--- config.mk ---
export PLATFORM = sky130hd
export DESIGN_NAME = ndef_record_header_parser
export DESIGN_NICKNAME = d
export VERILOG_FILES = /design/src/rtl/nrhp_pkg.sv /design/src/rtl/ndef_record_header_parser.sv
export SDC_FILE = /design/constraint.sdc
export NUM_CORES = 1
export LEC_CHECK = 0
export ABC_AREA = 1
export BUFFER_PORTS_ARGS = -buffer_cell sky130_fd_sc_hd__buf_4
export CAP_MARGIN = 20
export CORE_ASPECT_RATIO = 1.25
export CORE_MARGIN = 2
export CORE_UTILIZATION = 50
export DETAILED_ROUTE_END_ITERATION = 7
export GPL_TIMING_DRIVEN = 0
export PLACE_DENSITY = 0.68
export SKIP_CTS_REPAIR_TIMING = 1
export SYNTH_ARGS = -nofsm -noshare
export SYNTH_HDL_FRONTEND = slang
export SYNTH_SLANG_ARGS = --single-unit
export TNS_END_PERCENT = 100
--- constraint.sdc ---
create_clock -name clk -period 8.2 [get_ports clk]
set_clock_uncertainty 0.1 [all_clocks]
set_input_delay 0.41 -clock clk [delete_from_list [all_inputs] [get_ports clk]]
set_output_delay 0.41 -clock clk [all_outputs]
set_load 0.005 [all_outputs]
--- src/rtl/nrhp_pkg.sv ---
// ----------------------------------------------------------------------------
// NDEF record header parser package
// Payload types, header flag codes, parse phases and register indexes.
// ----------------------------------------------------------------------------
package nrhp_pkg;

  localparam int MAX_TYPE_BYTES = 16;
  localparam int MAX_MSG_BYTES  = 4096;
  localparam int CNT_W          = $clog2(MAX_MSG_BYTES + 1);
  localparam int LEN_W          = CNT_W + 1;

  // Record header flag fields
  localparam logic [7:0] FLAG_TNF_MASK = 8'h07;
  localparam logic [7:0] TNF_EXTERNAL  = 8'h04;
  localparam int         FLAG_SR_BIT   = 4;
  localparam int         FLAG_IL_BIT   = 3;

  typedef enum logic [7:0] {
    PH_FLAGS  = 8'b0000_0001,
    PH_TLEN   = 8'b0000_0010,
    PH_PLEN   = 8'b0000_0100,
    PH_IDLEN  = 8'b0000_1000,
    PH_IDSKIP = 8'b0001_0000,
    PH_TYPE   = 8'b0010_0000,
    PH_PAY    = 8'b0100_0000,
    PH_TAIL   = 8'b1000_0000
  } phase_t;

  typedef enum logic [1:0] {
    CFG_EXP_TYPE_LEN = 2'd0,
    CFG_TYPE_LOW     = 2'd1,
    CFG_TYPE_HIGH    = 2'd2
  } cfg_idx_t;

  typedef struct packed {
    logic [7:0] msg_byte;
    logic       last_byte;
  } in_t;

  typedef struct packed {
    logic        accepted;
    logic [7:0]  command;
    logic [31:0] payload_length;
    logic [12:0] payload_offset;
  } out_t;

endpackage

--- src/rtl/ndef_record_header_parser.sv ---
// ----------------------------------------------------------------------------
// NDEF record header parser
// Parses the first record header of a byte-streamed NDEF message and checks
// it against a configured external type.
// ----------------------------------------------------------------------------
// Feed one message byte per transaction, with last_byte set on the final one.
// The block takes a byte every cycle unless a last byte waits for output
// space; each byte is registered, then parsed by one phase-update stage, and
// on the last byte the verdict is loaded into the output register when that
// byte is parsed. Only the last byte waits for output space, so a stalled result
// does not hold back the bytes of the next message. One result transaction
// comes out per message: accepted with command (first payload byte), payload
// length and payload offset, or all zeros when the message is rejected.
// Program the type registers only while no message is in flight.
module ndef_record_header_parser (
  input  logic               clk,
  input  logic               rst_n,
  // byte stream
  input  logic               in_valid,
  output logic               in_stall,
  input  nrhp_pkg::in_t      in_data,
  // verdict
  output logic               out_valid,
  input  logic               out_stall,
  output nrhp_pkg::out_t     out_data,
  // configuration
  input  logic               cfg_we,
  input  logic [1:0]         cfg_index,
  input  logic [63:0]        cfg_wdata
);
  import nrhp_pkg::*;

  // configuration registers
  logic [4:0]                        exp_tlen_r;
  logic [MAX_TYPE_BYTES-1:0][7:0]    type_tbl_r;

  // input register
  logic s1_valid_r;
  in_t  s1_data_r;

  // message parse state
  phase_t           phase_r,     phase_nxt;
  logic [CNT_W-1:0] count_r,     count_nxt;
  logic [7:0]       flags_r,     flags_nxt;
  logic [7:0]       tlen_r,      tlen_nxt;
  logic [31:0]      psize_r,     psize_nxt;
  logic [8:0]       hdr_r,       hdr_nxt;
  logic [7:0]       first_pay_r, first_pay_nxt;
  logic             mismatch_r,  mismatch_nxt;
  logic             overflow_r,  overflow_nxt;

  // output register
  logic out_valid_r;
  out_t out_data_r, result;

  logic             out_free, fire;
  logic [7:0]       b;
  logic [LEN_W-1:0] msg_len, base_len;
  logic [CNT_W-1:0] type_idx;
  logic [33:0]      need_len;
  logic             ok;

  assign out_free  = !out_valid_r || !out_stall;
  // a non-final byte never needs output space
  assign fire      = s1_valid_r && (!s1_data_r.last_byte || out_free);
  assign in_stall  = s1_valid_r && !fire;
  assign out_valid = out_valid_r;
  assign out_data  = out_data_r;
  assign b         = s1_data_r.msg_byte;
  assign msg_len   = LEN_W'(count_r) + LEN_W'(1);
  assign type_idx  = count_r - CNT_W'(hdr_r);

  // parse one byte and form the verdict
  always_comb begin
    phase_nxt     = phase_r;
    count_nxt     = count_r;
    flags_nxt     = flags_r;
    tlen_nxt      = tlen_r;
    psize_nxt     = psize_r;
    hdr_nxt       = hdr_r;
    first_pay_nxt = first_pay_r;
    mismatch_nxt  = mismatch_r;
    overflow_nxt  = overflow_r;

    if (count_r >= CNT_W'(MAX_MSG_BYTES)) begin
      // drop bytes past the size limit, remember the overflow
      overflow_nxt = 1'b1;
    end else begin
      count_nxt = count_r + CNT_W'(1);
      unique case (phase_r)
        PH_FLAGS: begin
          flags_nxt = b;
          phase_nxt = PH_TLEN;
        end
        PH_TLEN: begin
          tlen_nxt  = b;
          psize_nxt = '0;
          phase_nxt = PH_PLEN;
        end
        PH_PLEN: begin
          if (flags_r[FLAG_SR_BIT]) begin
            psize_nxt = {24'd0, b};
          end else begin
            psize_nxt = {psize_r[23:0], b};
          end
          if (flags_r[FLAG_SR_BIT] || count_r >= CNT_W'(5)) begin
            hdr_nxt = count_r[8:0] + 9'd1;
            if (flags_r[FLAG_IL_BIT]) begin
              phase_nxt = PH_IDLEN;
            end else begin
              phase_nxt = (tlen_r != 8'd0) ? PH_TYPE : PH_PAY;
            end
          end
        end
        PH_IDLEN: begin
          hdr_nxt = hdr_r + 9'd1 + {1'b0, b};
          if (b != 8'd0) begin
            phase_nxt = PH_IDSKIP;
          end else begin
            phase_nxt = (tlen_r != 8'd0) ? PH_TYPE : PH_PAY;
          end
        end
        PH_IDSKIP: begin
          if (msg_len >= LEN_W'(hdr_r)) begin
            phase_nxt = (tlen_r != 8'd0) ? PH_TYPE : PH_PAY;
          end
        end
        PH_TYPE: begin
          if (type_idx >= CNT_W'(MAX_TYPE_BYTES) ||
              type_tbl_r[type_idx[3:0]] != b) begin
            mismatch_nxt = 1'b1;
          end
          if (LEN_W'(type_idx) + LEN_W'(1) >= LEN_W'(tlen_r)) begin
            phase_nxt = PH_PAY;
          end
        end
        PH_PAY: begin
          first_pay_nxt = b;
          phase_nxt     = PH_TAIL;
        end
        default: begin
        end
      endcase
    end

    // verdict on the updated header fields
    base_len = flags_nxt[FLAG_SR_BIT] ? LEN_W'(3) : LEN_W'(6);
    need_len = 34'(hdr_nxt) + 34'(tlen_nxt) + 34'(psize_nxt);
    ok = !overflow_nxt;
    if (msg_len < LEN_W'(3))                                  ok = 1'b0;
    if ((flags_nxt & FLAG_TNF_MASK) != TNF_EXTERNAL)          ok = 1'b0;
    if (msg_len < base_len)                                   ok = 1'b0;
    if (flags_nxt[FLAG_IL_BIT] && msg_len < base_len + LEN_W'(1)) ok = 1'b0;
    if (need_len > 34'(msg_len))                              ok = 1'b0;
    if (tlen_nxt != {3'd0, exp_tlen_r})                       ok = 1'b0;
    if (mismatch_nxt)                                         ok = 1'b0;
    if (psize_nxt == 32'd0)                                   ok = 1'b0;

    result = '0;
    if (ok) begin
      result.accepted       = 1'b1;
      result.command        = first_pay_nxt;
      result.payload_length = psize_nxt;
      result.payload_offset = 13'({1'b0, hdr_nxt} + {2'b0, tlen_nxt});
    end

    // end of message: start over for the next one
    if (s1_data_r.last_byte) begin
      phase_nxt     = PH_FLAGS;
      count_nxt     = '0;
      flags_nxt     = '0;
      tlen_nxt      = '0;
      psize_nxt     = '0;
      hdr_nxt       = '0;
      first_pay_nxt = '0;
      mismatch_nxt  = 1'b0;
      overflow_nxt  = 1'b0;
    end
  end

  // configuration writes
  always_ff @(posedge clk) begin
    if (!rst_n) begin
      exp_tlen_r <= '0;
      type_tbl_r <= '0;
    end else if (cfg_we) begin
      unique case (cfg_index)
        CFG_EXP_TYPE_LEN: exp_tlen_r       <= cfg_wdata[4:0];
        CFG_TYPE_LOW:     type_tbl_r[7:0]  <= cfg_wdata;
        CFG_TYPE_HIGH:    type_tbl_r[15:8] <= cfg_wdata;
        default: begin
        end
      endcase
    end
  end

  // input register: take a byte when empty or when the parse stage moves on
  always_ff @(posedge clk) begin
    if (!rst_n) begin
      s1_valid_r <= 1'b0;
    end else if (in_valid && !in_stall) begin
      s1_valid_r <= 1'b1;
    end else if (fire) begin
      s1_valid_r <= 1'b0;
    end
  end

  always_ff @(posedge clk) begin
    if (in_valid && !in_stall) begin
      s1_data_r <= in_data;
    end
  end

  // parse state: advance on every parsed byte
  always_ff @(posedge clk) begin
    if (!rst_n) begin
      phase_r     <= PH_FLAGS;
      count_r     <= '0;
      flags_r     <= '0;
      tlen_r      <= '0;
      psize_r     <= '0;
      hdr_r       <= '0;
      first_pay_r <= '0;
      mismatch_r  <= 1'b0;
      overflow_r  <= 1'b0;
    end else if (fire) begin
      phase_r     <= phase_nxt;
      count_r     <= count_nxt;
      flags_r     <= flags_nxt;
      tlen_r      <= tlen_nxt;
      psize_r     <= psize_nxt;
      hdr_r       <= hdr_nxt;
      first_pay_r <= first_pay_nxt;
      mismatch_r  <= mismatch_nxt;
      overflow_r  <= overflow_nxt;
    end
  end

  // output register: load the verdict, hold it until taken
  always_ff @(posedge clk) begin
    if (!rst_n) begin
      out_valid_r <= 1'b0;
    end else if (fire && s1_data_r.last_byte) begin
      out_valid_r <= 1'b1;
    end else if (!out_stall) begin
      out_valid_r <= 1'b0;
    end
  end

  always_ff @(posedge clk) begin
    if (fire && s1_data_r.last_byte) begin
      out_data_r <= result;
    end
  end

endmodule

==> results.txt <==
- Outcome: finished with violations
- The checks that failed: design-rule violations.
* Cell with the most instances on the worst path: sky130_fd_sc_hd__nand2_1
* Leakage power total: 0.00823 uW
- STA classifies the critical path startpoint as a flip-flop.
- The number of hold violations in the final report is 0.
- The later pin in the worst-skew pair is clocked with a latency of 0.57 ns.
- Worst Setup End Kind: flip-flop
- The clock period could shrink to 7.09 ns.
- After the first detailed-routing iteration, the DRC count stood at 1302.
- Each instance of the synthesized netlist takes up on average 6.98 um^2.
* Final routed DRC violation total: 9
- Via density per instance: about 5.5
- Clock tree synthesis inserted a total of 29 buffers.
- The die covers 34900 um^2.
- The core region is 32800 um^2.
* Share of the clock period used by the worst path after layout: between 80 and 90%
- Setup repair after global routing left no endpoint under its margin.
* Total placed instance area: 18300 um^2
- Deepest level of the CTS H-tree: 1
- The routed design uses approximately 27 mm of met2 wire.
* Required time at the worst-slack endpoint: approximately 8.5 ns
- Clock transition at path regs: 0.06 ns
* Arrival time of the worst setup path: 7.40 ns
* Clock root cell: sky130_fd_sc_hd__clkbuf_16
- In this run the worst hold path is classified as input pin to flip-flop.
- Most area-hungry cell type in the Yosys netlist: sky130_fd_sc_hd__dfxtp_1
- Gp weighted congestion: 0.958
- In the final routing, the length of wire on met1 measures 21.1 mm.
- Total routing usage reported by global routing: 31.8%
- The completed layout was analyzed and its total power is 3120 uW.
* Synth warnings: 0
- The library cell used most frequently in the layout, excluding fill and tap cells, is sky130_fd_sc_hd__nand2_1.
* Fraction of final layout cells sized beyond drive strength 1: 11.2%
- The synthesized design contains 60 enable-type register cells.
- Number of max-capacitance violations reported: 0
* Top Metal Used: met4
- In the final routed layout, each cell accounts on average for 18.7 um.
- Peak supply drop: 205 uV
- Antenna viol nets, final: 0
- Global routing finished with a remaining overflow of 0.
- The repair_antennas step left the layout with diodes totalling 0.
* Final design area excluding fillers: 19300 um^2
* Total Routed Length: 56.4 mm
- The first global-routing pass estimated just under 90 mm of wire.
- Antenna violations before repair: 0
* Layout fillers: roughly 3200
- In this run the worst path has a maximum fanout of 10.
* Power per Cell Area: 162 nW/um^2
* Synth Register Bits: 280
* Count of unique library cells instantiated by Yosys: 49
- Total of buffers placed on input and output ports: 131
- Worst setup path class: flip-flop to flip-flop
- Number of max-slew violations in the final report: 0
- The floorplan has 74 rows.
- Static timing analysis puts the maximum clock frequency at 141 MHz.
- No sink is reached through more buffers than the 3 on the longest clock path.
- CTS tree: built
- Detailed placement ended at an HPWL of 43.5 mm.
* Cell with the largest stage delay on the worst path: sky130_fd_sc_hd__edfxtp_1
* Smallest hold slack: 0.0000718 ns
- Cell area after synthesis: 16700 um^2
- Total I/O pin count: 136
- Of all flip-flops after synthesis, the portion carrying an async set or reset was 0%.
- Die span in y: 208 um
- For this run, the detailed router's first-pass iteration total came to 8.
- Detailed route wirelength on metal3: around 3.4 mm
* Cell types occupying the most area after synthesis: sky130_fd_sc_hd__dfxtp_1, sky130_fd_sc_hd__nand2_1, sky130_fd_sc_hd__edfxtp_1, sky130_fd_sc_hd__nand3_1, sky130_fd_sc_hd__o21ai_0
- Area used by multi-input combinational logic: 9010 um^2
* Aggregate negative setup slack: 0 ns
- Effective utilization at floorplan: 51.0%
- The final layout contains 2749 nets.
* Die Width: 167 um
- Sequential elements use 37.2% of the synthesized area.
- Via count: 16600
* Maximum number of pins on one net before global-route repair: 37
* Seq. cell area: 6210 um^2
- At the pin with the least slew margin, the transition time is 1.08 ns.
* Synthesized netlist cell count: 2392
- Number of endpoints failing setup at the final stage: 0
- CP max stage delay: 0.63 ns
- The worst pin sits at a relative slew slack of a little over a quarter.
- The number of global-route vias before repair is 15900.
- Number of clock sinks: 280
* Synthesis-to-finish area growth: 15.3%
* Area share of the largest cell type after synthesis: 26.4%
- The top cell types in the final layout, fill and taps aside, are sky130_fd_sc_hd__nand2_1, sky130_fd_sc_hd__inv_1, sky130_fd_sc_hd__nor2_1.
- Main flop type after synthesis: sky130_fd_sc_hd__dfxtp_1
[critical path, delay by kind of cell, from the launching register on]
family / cells / cell delay [ns]
adders and majority gates: 5 / 1.52
xor gates and xnor gates: 1 / 0.22
AOI/OAI and AO/OA: 3 / 0.60
DFF: 1 / 0.63
and+or+nand+nor: 24 / 3.10
buffers and inverters: 6 / 0.77
[per-layer routing]
metal  up-vias  global-route usage [%]
met5         -                       0
met4         0                    23.4
met3       213                    4.39
met2       663                    55.7
met1      7599                    35.2
li1       8168                       -
[per-stage QoR]
step / utilization [%] / cells / worst slack, ns
after detailed placement: 55.8 / 2961 / 1.20
after global routing: 58.8 / 3019 / 0.737
final: 58.8 / 3019 / 1.11
after global placement: 55.8 / 2960 / 1.33
after floorplan: - / 2411 / 2.99
after CTS: 58.5 / 3010 / 1.15
[Yosys cell counts (5+ instances only)]
cell                         n
sky130_fd_sc_hd__nor3_1     20
sky130_fd_sc_hd__nand2_2    20
sky130_fd_sc_hd__edfxtp_1   60
sky130_fd_sc_hd__nor2_2      7
sky130_fd_sc_hd__nand4_1    26
sky130_fd_sc_hd__nor2_1    258
sky130_fd_sc_hd__nand3b_1    5
sky130_fd_sc_hd__nand3_2     5
sky130_fd_sc_hd__inv_1     261
sky130_fd_sc_hd__nand2_1   542
sky130_fd_sc_hd__o21ai_0   208
sky130_fd_sc_hd__nor4_1      9
sky130_fd_sc_hd__a21oi_1   183
sky130_fd_sc_hd__xnor2_1    12
sky130_fd_sc_hd__buf_6       7
sky130_fd_sc_hd__xor2_1     25
sky130_fd_sc_hd__o21ai_1     5
sky130_fd_sc_hd__buf_4       5
sky130_fd_sc_hd__buf_2      12
sky130_fd_sc_hd__ha_1       74
sky130_fd_sc_hd__nor2_4      6
sky130_fd_sc_hd__nor3_2     29
sky130_fd_sc_hd__clkbuf_1   86
sky130_fd_sc_hd__fa_1       12
sky130_fd_sc_hd__nand3_1   219
sky130_fd_sc_hd__o22ai_1    15
sky130_fd_sc_hd__dfxtp_1   220
sky130_fd_sc_hd__inv_2      13
[registers in the layout, summed over array words and instances (netlist names)]
| signal | flops |
|---|---|
| b | 8 |
| count_r | 13 |
| exp_tlen_r | 5 |
| first_pay_r | 8 |
| flags_r | 5 |
| hdr_r | 9 |
| mismatch_r | 1 |
| out_data | 51 |
| out_valid | 1 |
| overflow_r | 1 |
| phase_r | 8 |
| psize_r | 32 |
| s1_data_r | 1 |
| s1_valid_r | 1 |
| tlen_r | 8 |
| type_tbl_r | 128 |
[cell families (layout without fill, tap and decap cells)]
logic type	count (synthesis)	count (layout)	synth area share, %
and+or+nand+nor	1159	1159	31.0
AOI/OAI and AO/OA	437	437	13.6
buffers and inverters	392	582	9.33
DFF	280	280	37.2
adders and majority gates	86	86	6.98
xor gates and xnor gates	37	37	1.94
other	1	20	0.0224
[power by group]
part / switching, uW / leakage, uW / internal, uW / total [uW]
registers: 35.1 / 0.00238 / 1450 / 1490
clock network: 563 / 0.000430 / 705 / 1270
logic: 241 / 0.00542 / 123 / 364
total: 838 / 0.00823 / 2280 / 3120
[layout make-up]
cell class,count,area share [%]
inverter,278,5.42
multi-input combinational,1739,46.8
timing repair buffer,141,5.68
clock inverter,9,0.396
tap,418,2.71
clock buffer,40,4.14
buffer,114,2.67
sequential,280,32.2
[path summary, 6_finish.rpt]
check             startpoint         endpoint  slack, ns  cells after the start
max                     b[0]     out_data[27]       1.11                     39
min            cfg_wdata[30]   type_tbl_r[30]    0.00007                      3
max reg2reg             b[0]     out_data[27]       1.11                     39
min reg2reg  type_tbl_r[116]  type_tbl_r[116]       0.35                      2
(Power assumes the default switching activity.)
